<file path="config.mk">
export PLATFORM = sky130hd
export DESIGN_NAME = sha1_stream_digest_top
export DESIGN_NICKNAME = d
export VERILOG_FILES = /design/src/rtl/core/sha1_pkg.sv /design/src/rtl/core/sha1_datapath.sv /design/src/rtl/core/sha1_ctrl.sv /design/src/rtl/core/sha1_stream_digest_top.sv
export SDC_FILE = /design/constraint.sdc
export NUM_CORES = 2
export LEC_CHECK = 0
export ABC_CLOCK_PERIOD_IN_PS = 19300
export BUFFER_PORTS_ARGS = -buffer_cell sky130_fd_sc_hd__buf_4
export CORE_MARGIN = 5
export CORE_UTILIZATION = 29
export CTS_BUF_LIST = sky130_fd_sc_hd__clkbuf_2 sky130_fd_sc_hd__clkbuf_4 sky130_fd_sc_hd__clkbuf_8
export CTS_CLUSTER_SIZE = 28
export DETAILED_ROUTE_END_ITERATION = 8
export PLACE_DENSITY = 0.5
export SETUP_SLACK_MARGIN = 0.5
export SYNTH_ARGS = -nofsm -noshare
export SYNTH_HDL_FRONTEND = slang
export SYNTH_SLANG_ARGS = --single-unit
</file>
<file path="constraint.sdc">
create_clock -name clk -period 19.3 [get_ports clk]
set_clock_uncertainty 0.15 [all_clocks]
set_input_delay 3.86 -clock clk [delete_from_list [all_inputs] [get_ports clk]]
set_output_delay 3.86 -clock clk [all_outputs]
set_load 0.1 [all_outputs]
</file>
<file path="src/rtl/core/sha1_pkg.sv">
package sha1_pkg;

  typedef struct packed {
    logic [7:0] data_byte;
    logic       byte_present;
    logic       end_of_message;
  } sha1_in_t;

  typedef struct packed {
    logic [31:0] digest_word;
    logic [2:0]  word_index;
    logic        last_word;
  } sha1_out_t;

  typedef enum logic [2:0] {
    ST_IDLE,
    ST_ROUND,
    ST_PADDING,
    ST_EMIT
  } sha1_state_t;

  // Commands from the controller to the datapath.
  typedef struct packed {
    logic       wr_byte;
    logic [7:0] wr_data;
    logic       add_len;
    logic       start_block;
    logic       round_step;
    logic       finish_block;
    logic       latch_len;
    logic       reinit;
  } sha1_cmd_t;

  // Status from the datapath to the controller.
  typedef struct packed {
    logic [5:0] count;
    logic       last_round;
    logic [7:0] len_byte;
  } sha1_stat_t;

  localparam logic [31:0] H0_INIT = 32'h67452301;
  localparam logic [31:0] H1_INIT = 32'hEFCDAB89;
  localparam logic [31:0] H2_INIT = 32'h98BADCFE;
  localparam logic [31:0] H3_INIT = 32'h10325476;
  localparam logic [31:0] H4_INIT = 32'hC3D2E1F0;
  localparam logic [31:0] K0 = 32'h5A827999;
  localparam logic [31:0] K1 = 32'h6ED9EBA1;
  localparam logic [31:0] K2 = 32'h8F1BBCDC;
  localparam logic [31:0] K3 = 32'hCA62C1D6;
  localparam logic [7:0]  PAD_BYTE = 8'h80;
  localparam logic [5:0]  LEN_POS = 6'd56;
  localparam logic [6:0]  LAST_ROUND = 7'd79;

endpackage

</file>
<file path="src/rtl/core/sha1_datapath.sv">
module sha1_datapath (
  input  logic                clk,
  input  logic                rst_n,
  input  sha1_pkg::sha1_cmd_t cmd,
  input  logic [2:0]          word_sel,
  output sha1_pkg::sha1_stat_t stat,
  output logic [31:0]         digest_word
);
  import sha1_pkg::*;

  logic [31:0] blk_r [16];
  logic [31:0] w_r [16];
  logic [31:0] h_r [5];
  logic [31:0] a_r, b_r, c_r, d_r, e_r;
  logic [5:0]  count_r;
  logic [63:0] len_r;
  logic [63:0] len_hold_r;
  logic [6:0]  round_r;

  logic [31:0] w_new, wt, f, k, tmp;

  always_comb begin
    w_new = w_r[13] ^ w_r[8] ^ w_r[2] ^ w_r[0];
    w_new = {w_new[30:0], w_new[31]};
    wt = (round_r < 7'd16) ? w_r[0] : w_new;
    if (round_r < 7'd20) begin
      f = (b_r & c_r) | (~b_r & d_r);
      k = K0;
    end else if (round_r < 7'd40) begin
      f = b_r ^ c_r ^ d_r;
      k = K1;
    end else if (round_r < 7'd60) begin
      f = (b_r & c_r) | (b_r & d_r) | (c_r & d_r);
      k = K2;
    end else begin
      f = b_r ^ c_r ^ d_r;
      k = K3;
    end
    tmp = {a_r[26:0], a_r[31:27]} + f + e_r + k + wt;
  end

  // The window shifts down one word per round; word t sits at index 0 for rounds 0-15, word t-16 after that.
  always_ff @(posedge clk) begin
    if (cmd.wr_byte) begin
      blk_r[count_r[5:2]] <= {blk_r[count_r[5:2]][23:0], cmd.wr_data};
    end
    if (cmd.start_block) begin
      for (int i = 0; i < 15; i++) w_r[i] <= blk_r[i];
      // The block starts on the beat that writes its last byte.
      w_r[15] <= {blk_r[15][23:0], cmd.wr_data};
      a_r <= h_r[0];
      b_r <= h_r[1];
      c_r <= h_r[2];
      d_r <= h_r[3];
      e_r <= h_r[4];
    end else if (cmd.round_step) begin
      for (int i = 0; i < 15; i++) w_r[i] <= w_r[i+1];
      w_r[15] <= wt;
      a_r <= tmp;
      b_r <= a_r;
      c_r <= {b_r[1:0], b_r[31:2]};
      d_r <= c_r;
      e_r <= d_r;
    end
    if (cmd.latch_len) len_hold_r <= len_r;
  end

  always_ff @(posedge clk) begin
    if (!rst_n || cmd.reinit) begin
      h_r[0] <= H0_INIT;
      h_r[1] <= H1_INIT;
      h_r[2] <= H2_INIT;
      h_r[3] <= H3_INIT;
      h_r[4] <= H4_INIT;
      count_r <= '0;
      len_r <= '0;
      round_r <= '0;
    end else begin
      if (cmd.wr_byte) count_r <= count_r + 6'd1;
      if (cmd.add_len) len_r <= len_r + 64'd8;
      if (cmd.start_block) round_r <= '0;
      else if (cmd.round_step) round_r <= round_r + 7'd1;
      // The last round's results are added as they form.
      if (cmd.finish_block) begin
        h_r[0] <= h_r[0] + tmp;
        h_r[1] <= h_r[1] + a_r;
        h_r[2] <= h_r[2] + {b_r[1:0], b_r[31:2]};
        h_r[3] <= h_r[3] + c_r;
        h_r[4] <= h_r[4] + d_r;
      end
    end
  end

  always_comb begin
    stat.count = count_r;
    stat.last_round = (round_r == LAST_ROUND);
    stat.len_byte = len_hold_r[8*(7-count_r[2:0]) +: 8];
  end

  assign digest_word = h_r[word_sel];

endmodule

</file>
<file path="src/rtl/core/sha1_ctrl.sv">
module sha1_ctrl (
  input  logic                 clk,
  input  logic                 rst_n,
  input  logic                 in_valid,
  output logic                 in_stall,
  input  sha1_pkg::sha1_in_t   in_data,
  output logic                 out_valid,
  input  logic                 out_stall,
  output logic [2:0]           word_sel,
  output logic                 last_word,
  output sha1_pkg::sha1_cmd_t  cmd,
  input  sha1_pkg::sha1_stat_t stat
);
  import sha1_pkg::*;

  sha1_state_t state_r, state_nxt;
  logic        ending_r, ending_nxt;
  logic        padded_r, padded_nxt;
  logic        extra_blk_r, extra_blk_nxt;
  logic [2:0]  word_r, word_nxt;
  logic        accept, pad_block_done;

  assign accept = in_valid && (state_r == ST_IDLE);
  assign pad_block_done = cmd.wr_byte && (stat.count == 6'd63);

  always_comb begin
    state_nxt = state_r;
    ending_nxt = ending_r;
    padded_nxt = padded_r;
    extra_blk_nxt = extra_blk_r;
    word_nxt = word_r;
    unique case (state_r)
      ST_IDLE: begin
        if (accept) begin
          ending_nxt = in_data.end_of_message;
          padded_nxt = 1'b0;
          extra_blk_nxt = 1'b0;
          if (in_data.byte_present && stat.count == 6'd63) state_nxt = ST_ROUND;
          else if (in_data.end_of_message) state_nxt = ST_PADDING;
        end
      end
      ST_ROUND: begin
        if (stat.last_round) begin
          if (!ending_r) state_nxt = ST_IDLE;
          else if (padded_r && !extra_blk_r) begin
            state_nxt = ST_EMIT;
            word_nxt = '0;
          end else begin
            state_nxt = ST_PADDING;
            extra_blk_nxt = 1'b0;
          end
        end
      end
      ST_PADDING: begin
        padded_nxt = 1'b1;
        // A 0x80 at or past the length field pushes the length into one more block.
        if (!padded_r && stat.count >= LEN_POS) extra_blk_nxt = 1'b1;
        if (pad_block_done) state_nxt = ST_ROUND;
      end
      ST_EMIT: begin
        if (!out_stall) begin
          word_nxt = word_r + 3'd1;
          if (word_r == 3'd4) state_nxt = ST_IDLE;
        end
      end
      default: state_nxt = ST_IDLE;
    endcase
  end

  always_comb begin
    cmd = '0;
    in_stall = (state_r != ST_IDLE);
    out_valid = 1'b0;
    unique case (state_r)
      ST_IDLE: begin
        if (accept && in_data.byte_present) begin
          cmd.wr_byte = 1'b1;
          cmd.wr_data = in_data.data_byte;
          cmd.add_len = 1'b1;
        end
        cmd.start_block = accept && in_data.byte_present && stat.count == 6'd63;
      end
      ST_ROUND: begin
        cmd.round_step = 1'b1;
        cmd.finish_block = stat.last_round;
      end
      ST_PADDING: begin
        cmd.wr_byte = 1'b1;
        if (!padded_r) cmd.wr_data = PAD_BYTE;
        else if (stat.count >= LEN_POS && !extra_blk_r) cmd.wr_data = stat.len_byte;
        else cmd.wr_data = 8'h00;
        // The first pad byte after a byte on this item still needs the new length.
        cmd.latch_len = !padded_r;
        cmd.start_block = pad_block_done;
      end
      ST_EMIT: begin
        out_valid = 1'b1;
        cmd.reinit = !out_stall && word_r == 3'd4;
      end
      default: ;
    endcase
  end

  // Zeros run until the length field; padded_r marks that 0x80 is in.
  always_ff @(posedge clk) begin
    if (!rst_n) begin
      state_r <= ST_IDLE;
      ending_r <= 1'b0;
      padded_r <= 1'b0;
      extra_blk_r <= 1'b0;
      word_r <= '0;
    end else begin
      state_r <= state_nxt;
      ending_r <= ending_nxt;
      padded_r <= padded_nxt;
      extra_blk_r <= extra_blk_nxt;
      word_r <= word_nxt;
    end
  end

  assign word_sel = word_r;
  assign last_word = (word_r == 3'd4);

endmodule

</file>
<file path="src/rtl/core/sha1_stream_digest_top.sv">
// Channel | Direction | Payload
// in_     | input     | sha1_in_t: data_byte, byte_present, end_of_message
// out_    | output    | sha1_out_t: digest_word, word_index, last_word
//
// A byte is taken while idle; the 64th byte of a block starts 80 rounds on the
// shared round unit. An end beat pads one byte per cycle (at most 72 bytes
// over one or two blocks) plus 80 rounds per padded block, then emits five
// beats.
// Synchronous active-low reset restores the initial chaining words.
// in_stall is high while a block compresses, pads or the digest drains;
// out_stall holds the current digest beat.
module sha1_stream_digest_top (
  input  logic               clk,
  input  logic               rst_n,
  input  logic               in_valid,
  output logic               in_stall,
  input  sha1_pkg::sha1_in_t in_data,
  output logic               out_valid,
  input  logic               out_stall,
  output sha1_pkg::sha1_out_t out_data
);
  import sha1_pkg::*;

  sha1_cmd_t   cmd;
  sha1_stat_t  stat;
  logic [2:0]  word_sel;
  logic        last_word;
  logic [31:0] digest_word;

  sha1_ctrl u_ctrl (
    .clk(clk), .rst_n(rst_n), .in_valid(in_valid), .in_stall(in_stall),
    .in_data(in_data), .out_valid(out_valid), .out_stall(out_stall),
    .word_sel(word_sel), .last_word(last_word), .cmd(cmd), .stat(stat)
  );

  sha1_datapath u_dp (
    .clk(clk), .rst_n(rst_n), .cmd(cmd), .word_sel(word_sel),
    .stat(stat), .digest_word(digest_word)
  );

  always_comb begin
    out_data.digest_word = digest_word;
    out_data.word_index = word_sel;
    out_data.last_word = last_word;
  end

endmodule
</file>
Yosys cells after proc, flatten, opt, wreduce, memory -nomap -nowiden
Memory sizes are Yosys's and may differ from the RTL's. A register that Yosys moved wholly into a read port is not among the register bits.
Index checks and enable logic that the tools add are counted.
Widths: inputs -> output; s select.
{"block": "totals", "reg_bits": 310, "ram_bits": 1184, "input_bits": 14, "out_inout_bits": 38, "elab_cells": 199, "mem_count": 3}
{"name": "u_dp.blk_r", "words": 16, "width": 32, "read_ports": 17, "rd_ports_with_merged_regs": 1, "write_ports": 1, "line": "sha1_datapath.sv:11", "rtl": "logic [31:0] blk_r [16];"}
{"name": "u_dp.w_r", "words": 16, "width": 32, "read_ports": 16, "rd_ports_with_merged_regs": 0, "write_ports": 16, "line": "sha1_datapath.sv:12", "rtl": "logic [31:0] w_r [16];"}
{"name": "u_dp.h_r", "words": 5, "width": 32, "read_ports": 6, "rd_ports_with_merged_regs": 1, "write_ports": 5, "line": "sha1_datapath.sv:13", "rtl": "logic [31:0] h_r [5];"}
{"block": "op_classes", "n_addsub": 14, "n_lt_le_gt_ge": 5, "eq_ne": 16, "shift": 1, "muxes": 86, "n_bitwise": 34, "n_reduce_logical": 26}
{"operator": "$mux 32", "count": 37}
{"operator": "$add 32x32->32", "count": 9}
{"operator": "$xor 32x32->32", "count": 5}
{"operator": "$and 32x32->32", "count": 4}
{"operator": "$or 32x32->32", "count": 3}
{"operator": "$add 64x4->64 const B", "count": 1}
{"operator": "$shiftx 64x33->8", "count": 1}
{"operator": "$mux 3", "count": 14}
{"operator": "$not 32->32", "count": 1}
{"operator": "$mux 31", "count": 1}
{"operator": "$mux 1", "count": 22}
{"operator": "$or 1x1->1", "count": 21}
{"operator": "$pmux 9 s2", "count": 1}
{"operator": "$mux 8", "count": 2}
{"operator": "$lt 7x5->1 const B", "count": 2}
{"operator": "$lt 7x6->1 const B", "count": 2}
{"operator": "$ne 2x1->1 const B", "count": 6}
{"operator": "$pmux 3 s4", "count": 1}
{"operator": "$reduce_and 6->1", "count": 2}
{"operator": "$mux 10", "count": 1}
{"operator": "$logic_and 1x1->1", "count": 9}
{"operator": "$mux 4", "count": 2}
{"operator": "$add 7x1->7 const B", "count": 1}
{"operator": "$eq 7x7->1 const B", "count": 1}
{"operator": "22 further kinds", "count": 33}

Longest topological paths before layout
{"block": "logic_depth", "ltp_word": 12, "mapped_depth": 36, "depth_no_buf": 32}

Modules after synthesis
From an unflattened synthesis, not the netlist that was laid out.
{"block": "hier_totals", "cells_unflattened": 4970, "area_unflattened_um2": 73231.5}
{"module": "sha1_datapath", "n_inst": 1, "cells_each": 4885, "area_per_inst_um2": 72554.6, "seq_area_each_um2": 43511.7}
{"module": "sha1_ctrl", "n_inst": 1, "cells_each": 84, "area_per_inst_um2": 669.4, "seq_area_each_um2": 160.2}
{"module": "sha1_stream_digest_top", "n_inst": 1, "cells_each": 1, "area_per_inst_um2": 7.5, "seq_area_each_um2": 0.0}

Worst setup path after synthesis
OpenSTA, ideal clock, no wires.
{"block": "synth_path", "path_kind": "input-to-reg", "startpoint": "input port in_valid", "endpoint": "register u_dp.a_r[0], enable pin", "setup_time_ns": 4.685, "arrival_time_ns": 16.035, "required_ns": 14.465, "path_slack_ns": -1.570, "stages": 8, "n_path_buf": 3, "cell_sequence": "and4bb_1 > buf_2 > inv_1 > nand2_1 > nand2_1 > clkbuf_1 > clkbuf_1 > nand2_1"}
{"block": "synth_via", "elab_chain_len": 7, "elab_cells_between_ends": 8, "cone_classes": "3 x mux; 5 x reduce/logical"}
{"element": "start: declaration", "line": "sha1_stream_digest_top.sv:15", "rtl": "input logic in_valid,"}
{"element": "$logic_and 1x1->1 (*)", "line": "sha1_ctrl.sv:23", "rtl": "assign accept = in_valid && (state_r == ST_IDLE);"}
{"element": "$logic_and 1x1->1 (*)", "line": "sha1_ctrl.sv:76, sha1_ctrl.sv:81"}
{"element": "$mux 10", "line": "sha1_ctrl.sv:76", "rtl": "if (accept && in_data.byte_present) begin"}
{"element": "$pmux 9 s2", "line": "sha1_ctrl.sv:74", "rtl": "unique case (state_r)"}
{"element": "$logic_and 1x1->1", "line": "sha1_ctrl.sv:24", "rtl": "assign pad_block_done = cmd.wr_byte && (stat.count == 6'd63);"}
{"element": "$pmux 1 s2 (*)", "line": "sha1_ctrl.sv:74"}
{"element": "$reduce_bool 2->1 (no source line) (*)"}
{"element": "end signal: assignment", "line": "sha1_datapath.sv:51", "rtl": "a_r <= h_r[0];"}
{"element": "end signal: assignment", "line": "sha1_datapath.sv:59", "rtl": "a_r <= tmp;"}
{"element": "end: declaration", "line": "sha1_datapath.sv:14", "rtl": "logic [31:0] a_r, b_r, c_r, d_r, e_r;"}
Every way passes the cells marked *; elsewhere a longest branch is shown, timed or not.
A chain may end at the register's enable or synchronous reset.

==> summary.txt <==
Status
  – Status: finished clean

Power
  – Logic pwr share: between 40 and 50%
  – Net Switching: between 5 and 6 mW
  – Leakage: between 30 and 40 nW
  – Power per cell area: about 170 nW/um2
  – Switching power as a share of total power: about two fifths
  – Cell-internal power: between 8 and 9 mW
  – Share of total power in the clock network: between 20 and 25%
  – Share of power burned in registers: between 30 and 40%
  – IR drop worst, VDD: roughly 0.24 mV

Worst setup path
  – Highest cell delay on the worst timing path: between 500 and 600 ps
  – Setup crit end kind: flip-flop
  – Worst path required time: 19,850 ps
  – WP data arrival: a little under 10,000 ps
  – Crit Path Class: flip-flop to flip-flop
  – Cell occurring most often along the worst timing path: sky130_fd_sc_hd__fa_1
  – Buf/Inv on CP: 4
  – Critical path's slowest cell: sky130_fd_sc_hd__clkinv_2
  – Largest delay share family, worst path: compound AO/OA/AOI/OAI gates
  – Critical path launch point type: flip-flop
  – Largest fanout on the critical path: 31

STA
  – Total setup violations reported at the end of the flow: 0
  – Final critical path time including I/O delays and setup: roughly 9100 ps
  – Setup repair after global routing missed its margin: no
  – Hold Vio Cnt, Final: 0
  – Final count of pins violating max slew: 0
  – Slew of the pin with the lowest slew margin: between 1000 and 1500 ps
  – Final critical-path share of the clock period: 47.0%
  – WHS: between 200 and 300 ps
  – Achievable clock frequency: ~110 MHz
  – Final setup TNS: 0 ps
  – Worst max-slew margin expressed relative to the limit: under 10%

Synth
  – Async set-reset flop share out of synthesis: 0%
  – Number of unique standard cell types used by synthesis: 100
  – Combinational family with the most area after synthesis: simple AND/OR/NAND/NOR gates
  – Area fraction of the dominant cell type after synthesis: between 50% and 60%
  – Adder and majority cell fraction of the synthesized area: under 10%
  – Most frequent cell after synthesis: sky130_fd_sc_hd__nand2_1
  – Complex-gate fraction of the synthesized area: 6.14%
  – Cell types occupying the most area after synthesis: sky130_fd_sc_hd__edfxtp_1, sky130_fd_sc_hd__nand2_1, sky130_fd_sc_hd__mux4_2
  – Average instance area after synthesis: 11.8 um2
  – Yosys warns: 0
  – Post-Synthesis Cells: ~6,300
  – Post-synthesis cell type with the largest combined area: sky130_fd_sc_hd__edfxtp_1
  – Share of synthesized area occupied by flip-flops and latches: a little under 60%
  – Synthesized-area fraction occupied by xor and xnor cells: between 3 and 4%
  – Top post-synthesis cells by count: sky130_fd_sc_hd__nand2_1, sky130_fd_sc_hd__edfxtp_1, sky130_fd_sc_hd__nor2_1, sky130_fd_sc_hd__ha_1, sky130_fd_sc_hd__clkbuf_1
  – Number of enable flip-flop cells after synthesis: 1,397
  – Simple-gate portion of the synthesized area: 15.3%
  – Predominant post-synthesis flop cell: sky130_fd_sc_hd__edfxtp_1
  – Total standard cell area after synthesis: about 74,000 um2
  – Synthesized net count: between 6,000 and 7,000
  – Post-synthesis register bit count: approximately 1,500
  – Mux contribution to synthesized area: a little over 6%

Die
  – Top-level I/O count: 52
  – Number of placement rows: between 150 and 200
  – Starting utilization of the core area: between 20 and 30%
  – Die Height: around 510 um
  – Floorplan core area: between 200,000 and 300,000 um2
  – Die span in x: between 500 and 600 um
  – Die Area: 264,000 um2

Final layout
  – Ratio of cells with drive above 1 in the final layout: approximately an eighth
  – Filler cell count in the final layout: approximately 25,000
  – Storage element area: 43,700 um2
  – Number of nets in the final layout: 6,801
  – Area of combinational cells with multiple inputs: between 20,000 and 30,000 um2
  – Layout Area Growth over Synthesis: 13.4%

Global route
  – Vias in the first global route: 48,513
  – Antenna violations before repair: 4
  – Total overflow reported by the global router: 0
  – GR Util All Layers: approximately 16%
  – Wire length of the first global-routing pass: 325 mm
  – Maximum number of pins on one net before global-route repair: roughly 170

Place
  – Final HPWL from detailed placement: 141 mm
  – IO Port Bufs: 51
  – Final RePlAce weighted congestion: 0.844

Min path
  – Worst min path class: flip-flop to flip-flop

Route
  – Routed length per placed instance: ~22 um
  – Initial DRC Count: 4,297
  – Detailed-route DRC error count: 0
  – DRT Pass-1 Iters: 6
  – Via count: 49,079
  – Routed Antenna Nets: 0
  – Vias per cell: about 4.9
  – Wire length reported by the detailed router: roughly 220 mm

Clocking
  – H-tree level count: 5
  – Cts-stage hold buffer count: 0
  – Skew-Pair Late Insertion Delay: approximately 1100 ps
  – Inserted Clock Buffers: between 200 and 300
  – Worst-path clk slew: 60 ps
  – Cells resized by post-CTS repair: 0
  – Number of buffers on the longest clock path: 4
  – Buffers inserted during post-CTS setup optimization: 0
  – Clock root buffer master: sky130_fd_sc_hd__clkbuf_8
  – CTS tree: done
  – Number of sinks handled by clock tree synthesis: between 1,000 and 1,500

Flow run
  – Max cap viols: 0
## registers in the layout (all words and copies together), names as in the netlist, named ones only
register and cells:
u_ctrl.padded_r 1, u_dp.len_hold_r 61, u_dp.len_r 61, u_ctrl.extra_blk_r 1, u_dp.d_r 32, u_dp.h_r 160, u_dp.round_r 7, u_dp.blk_r 504
u_dp.a_r 32, u_ctrl.word_sel 3, u_dp.w_r 512, u_ctrl.state_r 2, u_dp.b_r 32, u_dp.e_r 32, u_ctrl.ending_r 1, u_dp.c_r 32
u_dp.count_r 6
## per-layer routing
layer	vias to the layer above	part of all wire (%)	global-route usage, %
li1	22472	-	-
met1	24881	45	22.6
met2	1411	47	26.7
met3	315	5.3	2.56
met4	0	2.2	4.22
met5	-	0	0
## power groups by stage
stage	logic (mW)	registers, mW	clock network (mW)
floorplan	5.36	4.59	0
global placement	7.04	4.54	0
detailed placement	7.03	4.54	0
CTS	7.09	4.48	3.07
global route	7.87	4.51	3.22
finish	7.11	4.48	2.98
## final timing paths
| path | start | end | slack, ps | cells past startpoint |
|---|---|---|---|---|
| max | u_dp.round_r[4] | u_dp.h_r[0][30] | 10240 | 31 |
| min reg2reg | u_dp.len_r[35] | u_dp.len_hold_r[35] | 280 | 0 |
| max reg2reg | u_dp.round_r[4] | u_dp.h_r[0][30] | 10240 | 31 |
| min | u_dp.len_r[35] | u_dp.len_hold_r[35] | 280 | 0 |
## per-stage QoR
stage	power, mW	cell area (um2)	setup slack [ps]	utilization, %	cells
3_5_place_dp	11.6	78200	10330	30.9	9511
5_1_grt	15.6	83400	9690	32.9	9992
3_3_place_gp	11.6	78200	10450	30.9	9511
6_report	14.6	83400	10240	32.9	9993
2_1_floorplan	9.95	73600	5320	-	6257
4_1_cts	14.6	83400	10250	32.9	9991
## placed cells by master, fill, tap and decap left out, types with 88 or more instances in the layout
master	n
sky130_fd_sc_hd__a21oi_1	163
sky130_fd_sc_hd__buf_4	138
sky130_fd_sc_hd__clkbuf_4	88
sky130_fd_sc_hd__clkbuf_8	298
sky130_fd_sc_hd__edfxtp_1	1397
sky130_fd_sc_hd__fa_1	124
sky130_fd_sc_hd__ha_1	229
sky130_fd_sc_hd__inv_1	190
sky130_fd_sc_hd__mux4_2	165
sky130_fd_sc_hd__nand2_1	2109
sky130_fd_sc_hd__nor2_1	273
sky130_fd_sc_hd__o21ai_0	95
sky130_fd_sc_hd__xnor2_1	181
sky130_fd_sc_hd__xor2_1	106
## area by class of cell
cell class | count | share of cell area, %
diodes | 2 | 0.00600
clock inverters | 94 | 0.562
multi-input cells | 4321 | 34.0
clock buffers | 386 | 5.71
well taps | 3366 | 5.05
inverters | 195 | 0.885
flip-flops and latches | 1486 | 52.4
repair buffers | 143 | 1.36
## kinds of logic (layout without fill, tap and decap cells)
family / after synthesis / after routing
and+or+nand+nor: 2757 / 2757
DFF: 1486 / 1486
AOI/OAI and AO/OA: 686 / 686
buffers and inverters: 450 / 818
adders and majority gates: 353 / 353
xor gates and xnor gates: 289 / 289
muxes: 236 / 236
other: 0 / 2
Note: power is estimated with default switching activity, not from simulation.
